===== src/design/sipq_pkg.sv =====
package sipq_pkg;

   // Default sizes
   localparam int DEPTH_DEF       = 16;
   localparam int KEY_WIDTH_DEF   = 32;
   localparam int VALUE_WIDTH_DEF = 32;

   // Fixed port field widths
   localparam int OPCODE_W = 3;
   localparam int DATA_W   = 32;
   localparam int STATUS_W = 2;
   localparam int COUNT_W  = 5;

   // Opcodes
   localparam logic [OPCODE_W-1:0] OP_APPEND = 3'd0;
   localparam logic [OPCODE_W-1:0] OP_PUSH   = 3'd1;
   localparam logic [OPCODE_W-1:0] OP_SORTED = 3'd2;
   localparam logic [OPCODE_W-1:0] OP_UNIQUE = 3'd3;
   localparam logic [OPCODE_W-1:0] OP_POP    = 3'd4;

   // Result status codes
   localparam logic [STATUS_W-1:0] ST_DONE  = 2'd0;
   localparam logic [STATUS_W-1:0] ST_DUP   = 2'd1;
   localparam logic [STATUS_W-1:0] ST_FULL  = 2'd2;
   localparam logic [STATUS_W-1:0] ST_EMPTY = 2'd3;

   // Where an insert lands
   typedef enum logic [1:0] {
      POS_HEAD   = 2'd0,
      POS_TAIL   = 2'd1,
      POS_SORTED = 2'd2
   } pos_mode_type;

   // Sequencer states
   typedef enum logic [2:0] {
      S_IDLE   = 3'b001,
      S_CMP    = 3'b010,
      S_COMMIT = 3'b100
   } state_type;

   // Control broadcast from the sequencer to every cell
   typedef struct packed {
      logic         cmp_en;
      logic         ins_en;
      logic         pop_en;
      pos_mode_type pos_mode;
   } cell_ctrl_type;

endpackage


===== src/design/sorted_insert_priority_queue.sv =====
// Sorted-insert priority queue built as a row of DEPTH entry cells.
// The request passes the compare and commit states; the result is registered at commit,
// which a stalled response holds. A new request is taken only while idle (accept, per-cell
// key compare, commit); the commit step carries the prefix chain across the whole cell row.
// Reset clears the entry count, the sequencer and the response valid; entries are not cleared.
module sorted_insert_priority_queue #(
   parameter int DEPTH       = sipq_pkg::DEPTH_DEF,
   parameter int KEY_WIDTH   = sipq_pkg::KEY_WIDTH_DEF,
   parameter int VALUE_WIDTH = sipq_pkg::VALUE_WIDTH_DEF
) (
   input  logic                              clock,
   input  logic                              reset,
   input  logic                              req_valid,
   output logic                              req_stall,
   input  logic [sipq_pkg::OPCODE_W-1:0]     req_opcode,
   input  logic [sipq_pkg::DATA_W-1:0]       req_key,
   input  logic [sipq_pkg::DATA_W-1:0]       req_value,
   output logic                              rsp_valid,
   input  logic                              rsp_stall,
   output logic [sipq_pkg::DATA_W-1:0]       rsp_out_key,
   output logic [sipq_pkg::DATA_W-1:0]       rsp_out_value,
   output logic [sipq_pkg::STATUS_W-1:0]     rsp_status,
   output logic [sipq_pkg::COUNT_W-1:0]      rsp_entry_count
);
   import sipq_pkg::*;

   localparam int CNT_W = $clog2(DEPTH + 1);
   localparam logic [CNT_W-1:0] FULL_CNT = CNT_W'(DEPTH);

   state_type state_ff, state_in;

   logic [OPCODE_W-1:0]    op_ff, op_in;
   logic [KEY_WIDTH-1:0]   key_ff, key_in;
   logic [VALUE_WIDTH-1:0] value_ff, value_in;
   logic [CNT_W-1:0]       count_ff, count_in;

   logic                   rsp_valid_ff, rsp_valid_in;
   logic [DATA_W-1:0]      rsp_key_ff, rsp_key_in;
   logic [DATA_W-1:0]      rsp_value_ff, rsp_value_in;
   logic [STATUS_W-1:0]    rsp_status_ff, rsp_status_in;
   logic [COUNT_W-1:0]     rsp_count_ff, rsp_count_in;

   logic [KEY_WIDTH+DATA_W-1:0]   key_wide;
   logic [VALUE_WIDTH+DATA_W-1:0] value_wide;
   logic [KEY_WIDTH+DATA_W-1:0]   head_key_wide;
   logic [VALUE_WIDTH+DATA_W-1:0] head_value_wide;
   logic [CNT_W+COUNT_W-1:0]      count_wide;

   cell_ctrl_type          ctrl;
   logic                   req_xfer, commit_go, full, empty, dup_any;
   logic                   do_ins, do_pop;
   logic [STATUS_W-1:0]    status;

   logic [KEY_WIDTH-1:0]   cell_key   [DEPTH];
   logic [VALUE_WIDTH-1:0] cell_value [DEPTH];
   logic [DEPTH-1:0]       after_vec, prefix_vec, dup_vec;

   // Handshakes
   assign req_stall = (state_ff != S_IDLE);
   assign req_xfer  = req_valid && !req_stall;
   assign commit_go = (state_ff == S_COMMIT) && (!rsp_valid_ff || !rsp_stall);

   // Sequencer
   always_comb begin
      state_in = state_ff;
      case (state_ff)
         S_IDLE:   if (req_xfer) state_in = S_CMP;
         S_CMP:    state_in = S_COMMIT;
         S_COMMIT: if (commit_go) state_in = S_IDLE;
         default:  state_in = S_IDLE;
      endcase
   end

   // Request capture, keeping only the stored key and value bits
   assign key_wide   = (KEY_WIDTH + DATA_W)'(req_key);
   assign value_wide = (VALUE_WIDTH + DATA_W)'(req_value);
   assign op_in      = req_xfer ? req_opcode : op_ff;
   assign key_in     = req_xfer ? key_wide[KEY_WIDTH-1:0] : key_ff;
   assign value_in   = req_xfer ? value_wide[VALUE_WIDTH-1:0] : value_ff;

   // Decide the operation at commit
   assign full    = (count_ff == FULL_CNT);
   assign empty   = (count_ff == '0);
   assign dup_any = |dup_vec;

   always_comb begin
      do_ins = 1'b0;
      do_pop = 1'b0;
      status = ST_DONE;
      ctrl.pos_mode = POS_SORTED;
      case (op_ff)
         OP_APPEND, OP_PUSH, OP_SORTED: begin
            ctrl.pos_mode = (op_ff == OP_APPEND) ? POS_TAIL :
                            (op_ff == OP_PUSH)   ? POS_HEAD : POS_SORTED;
            if (full) status = ST_FULL;
            else      do_ins = 1'b1;
         end
         OP_UNIQUE: begin
            if (dup_any)   status = ST_DUP;
            else if (full) status = ST_FULL;
            else           do_ins = 1'b1;
         end
         OP_POP: begin
            if (empty) status = ST_EMPTY;
            else       do_pop = 1'b1;
         end
         default: status = ST_DONE;
      endcase
      ctrl.cmp_en = (state_ff == S_CMP);
      ctrl.ins_en = commit_go && do_ins;
      ctrl.pop_en = commit_go && do_pop;
   end

   always_comb begin
      count_in = count_ff;
      if (ctrl.ins_en)      count_in = count_ff + 1'b1;
      else if (ctrl.pop_en) count_in = count_ff - 1'b1;
   end

   // Result register
   assign head_key_wide   = (KEY_WIDTH + DATA_W)'(cell_key[0]);
   assign head_value_wide = (VALUE_WIDTH + DATA_W)'(cell_value[0]);
   assign count_wide      = (CNT_W + COUNT_W)'(count_in);

   always_comb begin
      rsp_valid_in  = rsp_valid_ff;
      rsp_key_in    = rsp_key_ff;
      rsp_value_in  = rsp_value_ff;
      rsp_status_in = rsp_status_ff;
      rsp_count_in  = rsp_count_ff;
      if (rsp_valid_ff && !rsp_stall) rsp_valid_in = 1'b0;
      if (commit_go) begin
         rsp_valid_in  = 1'b1;
         rsp_key_in    = do_pop ? head_key_wide[DATA_W-1:0] : '0;
         rsp_value_in  = do_pop ? head_value_wide[DATA_W-1:0] : '0;
         rsp_status_in = status;
         rsp_count_in  = count_wide[COUNT_W-1:0];
      end
   end

   always_ff @(posedge clock) begin
      if (reset) begin
         state_ff     <= S_IDLE;
         count_ff     <= '0;
         rsp_valid_ff <= 1'b0;
      end else begin
         state_ff     <= state_in;
         count_ff     <= count_in;
         rsp_valid_ff <= rsp_valid_in;
      end
   end

   always_ff @(posedge clock) begin
      op_ff         <= op_in;
      key_ff        <= key_in;
      value_ff      <= value_in;
      rsp_key_ff    <= rsp_key_in;
      rsp_value_ff  <= rsp_value_in;
      rsp_status_ff <= rsp_status_in;
      rsp_count_ff  <= rsp_count_in;
   end

   assign rsp_valid       = rsp_valid_ff;
   assign rsp_out_key     = rsp_key_ff;
   assign rsp_out_value   = rsp_value_ff;
   assign rsp_status      = rsp_status_ff;
   assign rsp_entry_count = rsp_count_ff;

   // Cell row, head at index 0
   for (genvar i = 0; i < DEPTH; i++) begin : g_cell
      logic [KEY_WIDTH-1:0]   l_key, r_key;
      logic [VALUE_WIDTH-1:0] l_value, r_value;
      logic                   l_after, p_in;

      if (i == 0) begin : g_head
         assign l_key   = key_ff;
         assign l_value = value_ff;
         assign l_after = 1'b0;
         assign p_in    = 1'b1;
      end else begin : g_body
         assign l_key   = cell_key[i-1];
         assign l_value = cell_value[i-1];
         assign l_after = after_vec[i-1];
         assign p_in    = prefix_vec[i-1];
      end

      if (i == DEPTH - 1) begin : g_tail
         assign r_key   = cell_key[i];
         assign r_value = cell_value[i];
      end else begin : g_inner
         assign r_key   = cell_key[i+1];
         assign r_value = cell_value[i+1];
      end

      sipq_cell #(
         .KEY_WIDTH   (KEY_WIDTH),
         .VALUE_WIDTH (VALUE_WIDTH),
         .CNT_W       (CNT_W),
         .INDEX       (i)
      ) u_cell (
         .clock       (clock),
         .ctrl        (ctrl),
         .new_key     (key_ff),
         .new_value   (value_ff),
         .count       (count_ff),
         .left_key    (l_key),
         .left_value  (l_value),
         .left_after  (l_after),
         .right_key   (r_key),
         .right_value (r_value),
         .prefix_in   (p_in),
         .cell_key    (cell_key[i]),
         .cell_value  (cell_value[i]),
         .after_out   (after_vec[i]),
         .prefix_out  (prefix_vec[i]),
         .dup         (dup_vec[i])
      );
   end

endmodule


===== src/design/sipq_cell.sv =====
module sipq_cell #(
   parameter int KEY_WIDTH   = 32,
   parameter int VALUE_WIDTH = 32,
   parameter int CNT_W       = 5,
   parameter int INDEX       = 0
) (
   input  logic                     clock,
   input  sipq_pkg::cell_ctrl_type  ctrl,
   input  logic [KEY_WIDTH-1:0]     new_key,
   input  logic [VALUE_WIDTH-1:0]   new_value,
   input  logic [CNT_W-1:0]         count,
   input  logic [KEY_WIDTH-1:0]     left_key,
   input  logic [VALUE_WIDTH-1:0]   left_value,
   input  logic                     left_after,
   input  logic [KEY_WIDTH-1:0]     right_key,
   input  logic [VALUE_WIDTH-1:0]   right_value,
   input  logic                     prefix_in,
   output logic [KEY_WIDTH-1:0]     cell_key,
   output logic [VALUE_WIDTH-1:0]   cell_value,
   output logic                     after_out,
   output logic                     prefix_out,
   output logic                     dup
);
   import sipq_pkg::*;

   localparam logic [CNT_W-1:0] IDX = CNT_W'(INDEX);

   logic [KEY_WIDTH-1:0]   key_ff, key_in;
   logic [VALUE_WIDTH-1:0] value_ff, value_in;
   logic                   lt_ff, lt_in;
   logic                   eq_ff, eq_in;
   logic                   valid;

   // Entry is live when it sits below the fill count
   assign valid = (count > IDX);

   // Compare against the pending key
   assign lt_in = ctrl.cmp_en ? (key_ff < new_key)  : lt_ff;
   assign eq_in = ctrl.cmp_en ? (key_ff == new_key) : eq_ff;

   // Prefix of "all entries so far are smaller", rippled tailward
   assign prefix_out = prefix_in && valid && lt_ff;
   assign dup        = prefix_in && valid && eq_ff;

   // Is this cell at or behind the insert position
   always_comb begin
      case (ctrl.pos_mode)
         POS_HEAD:   after_out = 1'b1;
         POS_TAIL:   after_out = !valid;
         POS_SORTED: after_out = !prefix_out;
         default:    after_out = 1'b0;
      endcase
   end

   // Shift tailward on insert, headward on pop
   always_comb begin
      key_in   = key_ff;
      value_in = value_ff;
      if (ctrl.ins_en && after_out) begin
         key_in   = left_after ? left_key   : new_key;
         value_in = left_after ? left_value : new_value;
      end else if (ctrl.pop_en) begin
         key_in   = right_key;
         value_in = right_value;
      end
   end

   always_ff @(posedge clock) begin
      key_ff   <= key_in;
      value_ff <= value_in;
      lt_ff    <= lt_in;
      eq_ff    <= eq_in;
   end

   assign cell_key   = key_ff;
   assign cell_value = value_ff;

endmodule

===== config.mk =====
export PLATFORM = sky130hd
export DESIGN_NAME = sorted_insert_priority_queue
export DESIGN_NICKNAME = d
export VERILOG_FILES = /design/src/design/sipq_pkg.sv /design/src/design/sorted_insert_priority_queue.sv /design/src/design/sipq_cell.sv
export SDC_FILE = /design/constraint.sdc
export NUM_CORES = 2
export LEC_CHECK = 0
export BUFFER_PORTS_ARGS = -buffer_cell sky130_fd_sc_hd__buf_2
export CORE_ASPECT_RATIO = 2
export CORE_MARGIN = 2
export CORE_UTILIZATION = 40
export CTS_CLUSTER_SIZE = 25
export DETAILED_ROUTE_END_ITERATION = 7
export PLACE_DENSITY_LB_ADDON = 0.15
export SLEW_MARGIN = 20
export SYNTH_ARGS = -nofsm -noshare
export SYNTH_HDL_FRONTEND = slang
export SYNTH_SLANG_ARGS = --single-unit

===== constraint.sdc =====
create_clock -name clock -period 8.1 [get_ports clock]
set_clock_uncertainty 0.15 [all_clocks]
set_input_delay 2.025 -clock clock [delete_from_list [all_inputs] [get_ports clock]]
set_output_delay 2.025 -clock clock [all_outputs]
set_load 0.01 [all_outputs]

-- Yosys cells after proc, flatten, opt, wreduce, memory -nomap -nowiden
Index checks and enable logic that the tools add are counted.
- bits in registers: 1203
- input bits: 71
- output and inout port bits: 73
- logic and storage cells: 388
- add/subtract/negate cells: 2
- magnitude comparators: 32
- eq/ne operators: 29
- mux-type cells: 125
- reduce and logical (&&, ||, !) cells: 126
- operator list (cell ; number):
    2-to-1 mux 32 bit ; 90
    equality test 32 bit ; 16
    less-than comparator 32 bit ; 16
    logical AND 1 bit ; 68
    one-hot mux 1 bit (3 select lines) ; 16
    > comparator 5 x 4 -> 1 bit, second input constant ; 8
    zero test 1 bit ; 35
    nonzero test 2 bit ; 16
    > comparator 5 x 3 -> 1 bit, second input constant ; 4
    OR reduction 16 bit ; 1
    2-to-1 mux 2 bit ; 6
    > comparator 5 x 1 -> 1 bit, second input constant ; 2
    > comparator 5 x 2 -> 1 bit, second input constant ; 2
    2-to-1 mux 5 bit ; 2
    equality test 3 x 2 -> 1 bit, second input constant ; 3
    one-hot mux 3 bit (3 select lines) ; 1
    equality test 3 x 1 -> 1 bit, second input constant ; 2
    equality test 3 bit, second input constant ; 2
    2-to-1 mux 1 bit ; 6
    2-to-1 mux 3 bit ; 2
    one-hot mux 2 bit (3 select lines) ; 1
    adder 5 x 1 -> 5 bit, second input constant ; 1
    equality test 5 bit, second input constant ; 1
    zero test 5 bit ; 1
    11 further kinds ; 12

-- Longest topological paths before layout
- depth in word-level cells: 38
- gate-level depth with buffers: 15
- gate-level depth less buffers: 10

-- By module
A second synthesis with hierarchy kept.
- cells, all modules: 6660
- area total of the unflattened synthesis: 72554.6 um^2
- by module, submodules not included (module ; instances ; cells each ; area an instance (um^2) ; sequential area each (um^2)):
    sorted_insert_priority_queue ; 1 ; 299 ; 5333.9 ; 4324.1
    sipq_cell (g_cell[8].u_cell) ; 1 ; 365 ; 4494.3 ; 1981.9
    sipq_cell (g_cell[9].u_cell) ; 1 ; 416 ; 4370.4 ; 1981.9
    sipq_cell (g_cell[11].u_cell) ; 1 ; 364 ; 4312.9 ; 1981.9
    sipq_cell (g_cell[10].u_cell) ; 1 ; 404 ; 4169.0 ; 1981.9
    sipq_cell (g_cell[3].u_cell) ; 1 ; 400 ; 4167.7 ; 1981.9
    sipq_cell (g_cell[14].u_cell) ; 1 ; 400 ; 4165.2 ; 1981.9
    sipq_cell (g_cell[13].u_cell) ; 1 ; 403 ; 4162.7 ; 1981.9
    sipq_cell (g_cell[7].u_cell) ; 1 ; 398 ; 4161.5 ; 1981.9
    sipq_cell (g_cell[15].u_cell) ; 1 ; 400 ; 4157.7 ; 1981.9
    sipq_cell (g_cell[5].u_cell) ; 1 ; 401 ; 4155.2 ; 1981.9
    sipq_cell (g_cell[12].u_cell) ; 1 ; 402 ; 4152.7 ; 1981.9
    sipq_cell (g_cell[4].u_cell) ; 1 ; 403 ; 4151.5 ; 1981.9
    sipq_cell (g_cell[6].u_cell) ; 1 ; 400 ; 4151.5 ; 1981.9
    3 more rows ; -- ; -- ; -- ; --

-- Worst setup path before layout
No wires, ideal clock.
- path kind: input to register
- start: input port rsp_stall
- end: register g_cell[5].u_cell.key_ff[0], enable pin
- library setup time: 0.424 ns
- arrival time: 6.451 ns
- data required time: 7.526 ns
- setup slack: 1.075 ns
- stages on the path: 9
- path buffers: 3
- path through: nand2_1 nand3_1 inv_1 nand2_1 or4_4 buf_6 buf_6 buf_6 nand2_1
- cells in the longest elaborated chain, start to end: 6
- elaborated cells on any way between the ends: 7
- those cells by class: 7 x reduce/logical
- RTL lines (element ; line ; source):
    start, declared ; sorted_insert_priority_queue.sv:19 ; input logic rsp_stall,
    zero test 1 bit * ; sorted_insert_priority_queue.sv:61 ; assign commit_go = (state_ff == S_COMMIT) && (!rsp_valid_ff || !rsp_stall);
    logical OR 1 bit * ; sorted_insert_priority_queue.sv:61 ;
    logical AND 1 bit * ; sorted_insert_priority_queue.sv:61 ;
    net commit_go ; sorted_insert_priority_queue.sv:50 ; logic req_xfer, commit_go, full, empty, dup_any;
    logical AND 1 bit ; sorted_insert_priority_queue.sv:110 ; ctrl.ins_en = commit_go && do_ins;
    logical AND 1 bit ; sipq_cell.sv:59 ; if (ctrl.ins_en && after_out) begin
    nonzero test 2 bit (no source line) * ; -- ;
    end signal, assigned ; sipq_cell.sv:69 ; key_ff <= key_in;
    end, declared ; sipq_cell.sv:28 ; logic [KEY_WIDTH-1:0] key_ff, key_in;
The timed path passes the listed nets; every way through them passes the cells marked *.
A chain may end at the register's enable or synchronous reset.

-- Final worst setup path
- start: register count_ff[0]
- end: register g_cell[4].u_cell.key_ff[0], enable pin
- cells in the longest elaborated chain, start to end: 38
- elaborated cells on any way between the ends: 77
- those cells by class: 16 x order compare; 1 x eq/ne; 6 x mux; 54 x reduce/logical
- RTL lines (element ; line ; source):
    start, declared ; sorted_insert_priority_queue.sv:35 ; logic [CNT_W-1:0] count_ff, count_in;
    start signal, assigned ; sorted_insert_priority_queue.sv:148 ; count_ff <= count_in;
    > comparator 5 x 1 -> 1 bit ; sipq_cell.sv:35 ; assign valid = (count > IDX);
    logical AND 1 bit ; sipq_cell.sv:42 ; assign prefix_out = prefix_in && valid && lt_ff;
    logical AND 1 bit ; sipq_cell.sv:42, sipq_cell.sv:43 ;
    logical AND 1 bit ; sipq_cell.sv:42 ;
    logical AND 1 bit ; sipq_cell.sv:42, sipq_cell.sv:43 ;
    logical AND 1 bit ; sipq_cell.sv:42 ;
    logical AND 1 bit ; sipq_cell.sv:42, sipq_cell.sv:43 ;
    logical AND 1 bit ; sipq_cell.sv:42 ;
    [... 21 more ...] ; -- ;
    logical AND 1 bit ; sipq_cell.sv:42 ;
    logical AND 1 bit (2 in a row) ; sipq_cell.sv:43 ; assign dup = prefix_in && valid && eq_ff;
    OR reduction 16 bit ; sorted_insert_priority_queue.sv:84 ; assign dup_any = |dup_vec;
    2-to-1 mux 1 bit ; sorted_insert_priority_queue.sv:99 ; if (dup_any) status = ST_DUP;
    one-hot mux 1 bit (2 select lines) ; sorted_insert_priority_queue.sv:91 ; case (op_ff)
    logical AND 1 bit ; sorted_insert_priority_queue.sv:110 ;
    logical AND 1 bit ; sipq_cell.sv:59 ;
    nonzero test 2 bit (no source line) * ; -- ;
    end signal, assigned ; sipq_cell.sv:69 ;
    end, declared ; sipq_cell.sv:28 ;
Mark *: on every way between the ends. The rest lies on a longest branch, timed or not.

==> results.toml <==
[worst_setup_path]
crit_type = "flop to flop"
r2r_slack_ns = 2.36
crit_arrival_ns = 6.03
endpoint = "g_cell[4].u_cell.cell_key[0]"
reg2reg_depth = 12
rr_endpoint = "g_cell[4].u_cell.cell_key[0]"
start_kind = "flop"
worstSetupEndpointType = "flop"
required_ns = 8.39
rr_startpoint = "count_ff[0]"
crit_fanout = 67
startpoint = "count_ff[0]"

[clocking]
cts_buffer_depth = 3
clkTransAtPathRegs_ns = 0.07
clock_latency_ns = 0.78
post_cts_resized = 0
cts_max_level = 3
cts_root_buffer = "clkbuf_16"
cts_hold_buf = 0
cts_tree = "yes"
postCtsSetupRepairBufs = 0
numCtsBuffers = 117
cts.sinks = 1203

[placement]
io_buffers = 143
dp_cells = 8327
place_hpwl_mm = 166.1
finalWeightedCongestion = 0.9374

[floorplanning]
io_pins = 144
die_w_um = 297.0
die_area_sq_um = 175200
dieHeight_um = 590.0
core-area_sq_um = 171100
fp-row-count = 215
initial_core_util_pct = 40.14

[cells_and_area]
area_growth_syn_to_layout_pct = 10.42
final_common_cell = "edfxtp_1"
instances_no_fill = 8550
final_cell_mix = "edfxtp_1 (1194), mux2i_1 (774), o21ai_0 (759)"
regArea_sq_um = 36030
multi_input_area_sq_um = 30960
post-route-util_pct = 44.32
nets = 6760
n_fill_cell = 16267
drive_gt1_share_pct = 9.584

[synthesis]
ys_ff_latch = 1203
syn_avg_cell_area_sq_um = 11.08
synth_top_area_cell = "edfxtp_1"
syn_area_sq_um = 68670
synth_area_leaders = "edfxtp_1 (52%), mux2i_1 (11%), ha_1 (9.4%)"
synth_seq_area_share_pct = 52.48
syn-num-nets = 6785
netlist.area_leader.share_pct = 52.21
synth-edff-count = 1194
postSynthCellCount = 6196
synthArstFlopShare_pct = 0
ys_warn_count = 0
synth_cell_type_count = 69
synth_flop_cell = "edfxtp_1"

[timing]
relSlewSlack_pct = 21.38
rsz0062_at_grt = "no"
setup_viol = 0
slew_viol_final = 0
finalWorstPathRequiredPeriod_ns = 5.740
fmax_mhz = 174.2
post-route-period-util_pct = 70.87
hold_violations = 0
tightest_slew_ns = 1.179
setup_tns_ns = 0

[drt]
drt-total-wl_mm = 231.9
routedWlPerCell_um = 27.13
vias = 49254
drtIter0Drc = 3540
drt_pass1_iterations = 5
postRouteAntennaNets = 0
vias_per_cell = 5.761
drcViolationCount = 0

[worst_hold_path]
hold_path.class = "flop to flop"

[power_and_ir_drop]
leakage_nw = 29.79
power_density_nw_per_um2 = 176.3
ir_worst_vdd_mv = 0.1955

[global_route]
grt.total_usage_pct = 25.94
grt_max_degree = 97
antenna_found_initial = 7
grt_pass1_vias = 50701
grt_pass1_wl_mm = 337.6
gr-total-overflow = 0

[job]
maxCapViolations = 0

[run_status]
status = "complete, no violations"
[power breakdown]
group	internal [mW]	switching [mW]	leakage [nW]
registers	6.79	0.106	10.8
clock network	3.22	2.64	1.91
logic	0.221	0.402	17.1
total	10.2	3.15	29.8
[flip-flops by register name (all words and copies together) (netlist names)]
| register | count |
|---|---|
| count_ff | 5 |
| g_cell.l_key | 32 |
| g_cell.l_value | 32 |
| g_cell.u_cell.cell_key | 512 |
| g_cell.u_cell.cell_value | 512 |
| g_cell.u_cell.eq_ff | 16 |
| g_cell.u_cell.lt_ff | 16 |
| op_ff | 3 |
| rsp_entry_count | 5 |
| rsp_out_key | 32 |
| rsp_out_value | 32 |
| rsp_status | 2 |
| rsp_valid | 1 |
| state_ff | 3 |
[layout make-up]
| class | count | share of cell area (%) |
|---|---|---|
| inverters | 69 | 0.3449 |
| flip-flops and latches | 1203 | 47.52 |
| repair buffers | 271 | 2.333 |
| clock buffers | 141 | 3.980 |
| clock inverters | 78 | 1.226 |
| well taps | 2278 | 3.759 |
| diodes | 1 | 0.003300 |
| multi-input cells | 4509 | 40.83 |
[kinds of logic after synthesis]
group	Yosys count	share of synthesized area (%)
AO/OA/AOI/OAI	1552	12.22
adder cells (fa/ha/maj)	518	9.439
buffers and inverters	484	3.034
XOR/XNOR	4	0.05103
AND/OR/NAND/NOR	1563	9.894
flip-flops	1203	52.48
multiplexers	872	12.89
[routing by layer]
layer,share of wire (%),wire length [um],GRT usage [%],vias up
met2,55,126400,50.18,1341
met5,0.011,25,0,-
met4,7.0,16140,16.05,4
met3,3.5,8056,2.589,501
met1,35,81270,26.50,24431
li1,-,-,-,22977
[critical path, stage by stage, from the launching register on]
cell,delay (ns)
dfxtp_1,0.67
inv_1,0.19
ha_1,0.27
or4b_4,0.77
nand3_2,0.18
or4_1,0.57
a21oi_1,0.35
a2111oi_4,0.13
buf_4,0.26
nand3b_1,0.16
buf_4,0.50
nand2_4,0.60
buf_4,0.54
[worst min path at each step]
stage | startpoint | to | slack (ns) | depth (start not counted)
final | g_cell[15].u_cell.cell_value[0] | g_cell[14].u_cell.cell_value[0] | 0.38 | 2
after global routing | g_cell[15].u_cell.cell_value[13] | g_cell[14].u_cell.cell_value[13] | 0.40 | 2
after CTS | g_cell[15].u_cell.cell_value[16] | g_cell[14].u_cell.cell_value[16] | 0.38 | 2
after detailed placement | g_cell[15].u_cell.cell_value[31] | g_cell[14].u_cell.cell_value[31] | 0.37 | 2
after global placement | g_cell[15].u_cell.cell_value[6] | g_cell[14].u_cell.cell_value[6] | 0.35 | 2
after floorplan | state_ff[0] | state_ff[2] | 0.33 | 1
[per-stage QoR]
stage               hold slack (ns)  area [sq um]  worst slack (ns)  power (mW)
floorplan                    0.3327         68670             1.075       7.339
global route                 0.3985         75820             2.000       13.77
detailed placement           0.3734         71790             2.155       7.652
CTS                          0.3806         75740             2.285       13.52
global placement             0.3502         71780             2.185       7.640
finish                       0.3764         75820             2.360       13.37
[synth_stat cells, drive strengths merged (5+ instances only)]
master	count
o21ai	781
nor2b	45
o211ai	8
o21a	42
nand2	757
a21oi	542
nor2	440
nand4	104
clkbuf	229
o32ai	6
ha	518
nand3	23
a31oi	5
mux2i	774
and3	73
buf	186
nand2b	22
or3	8
o21bai	6
or4	9
edfxtp	1194
mux2	98
a21o	127
a211oi	10
nor4	21
nor3	36
inv	69
dfxtp	9
No activity file was read; power rests on OpenSTA's default activity.
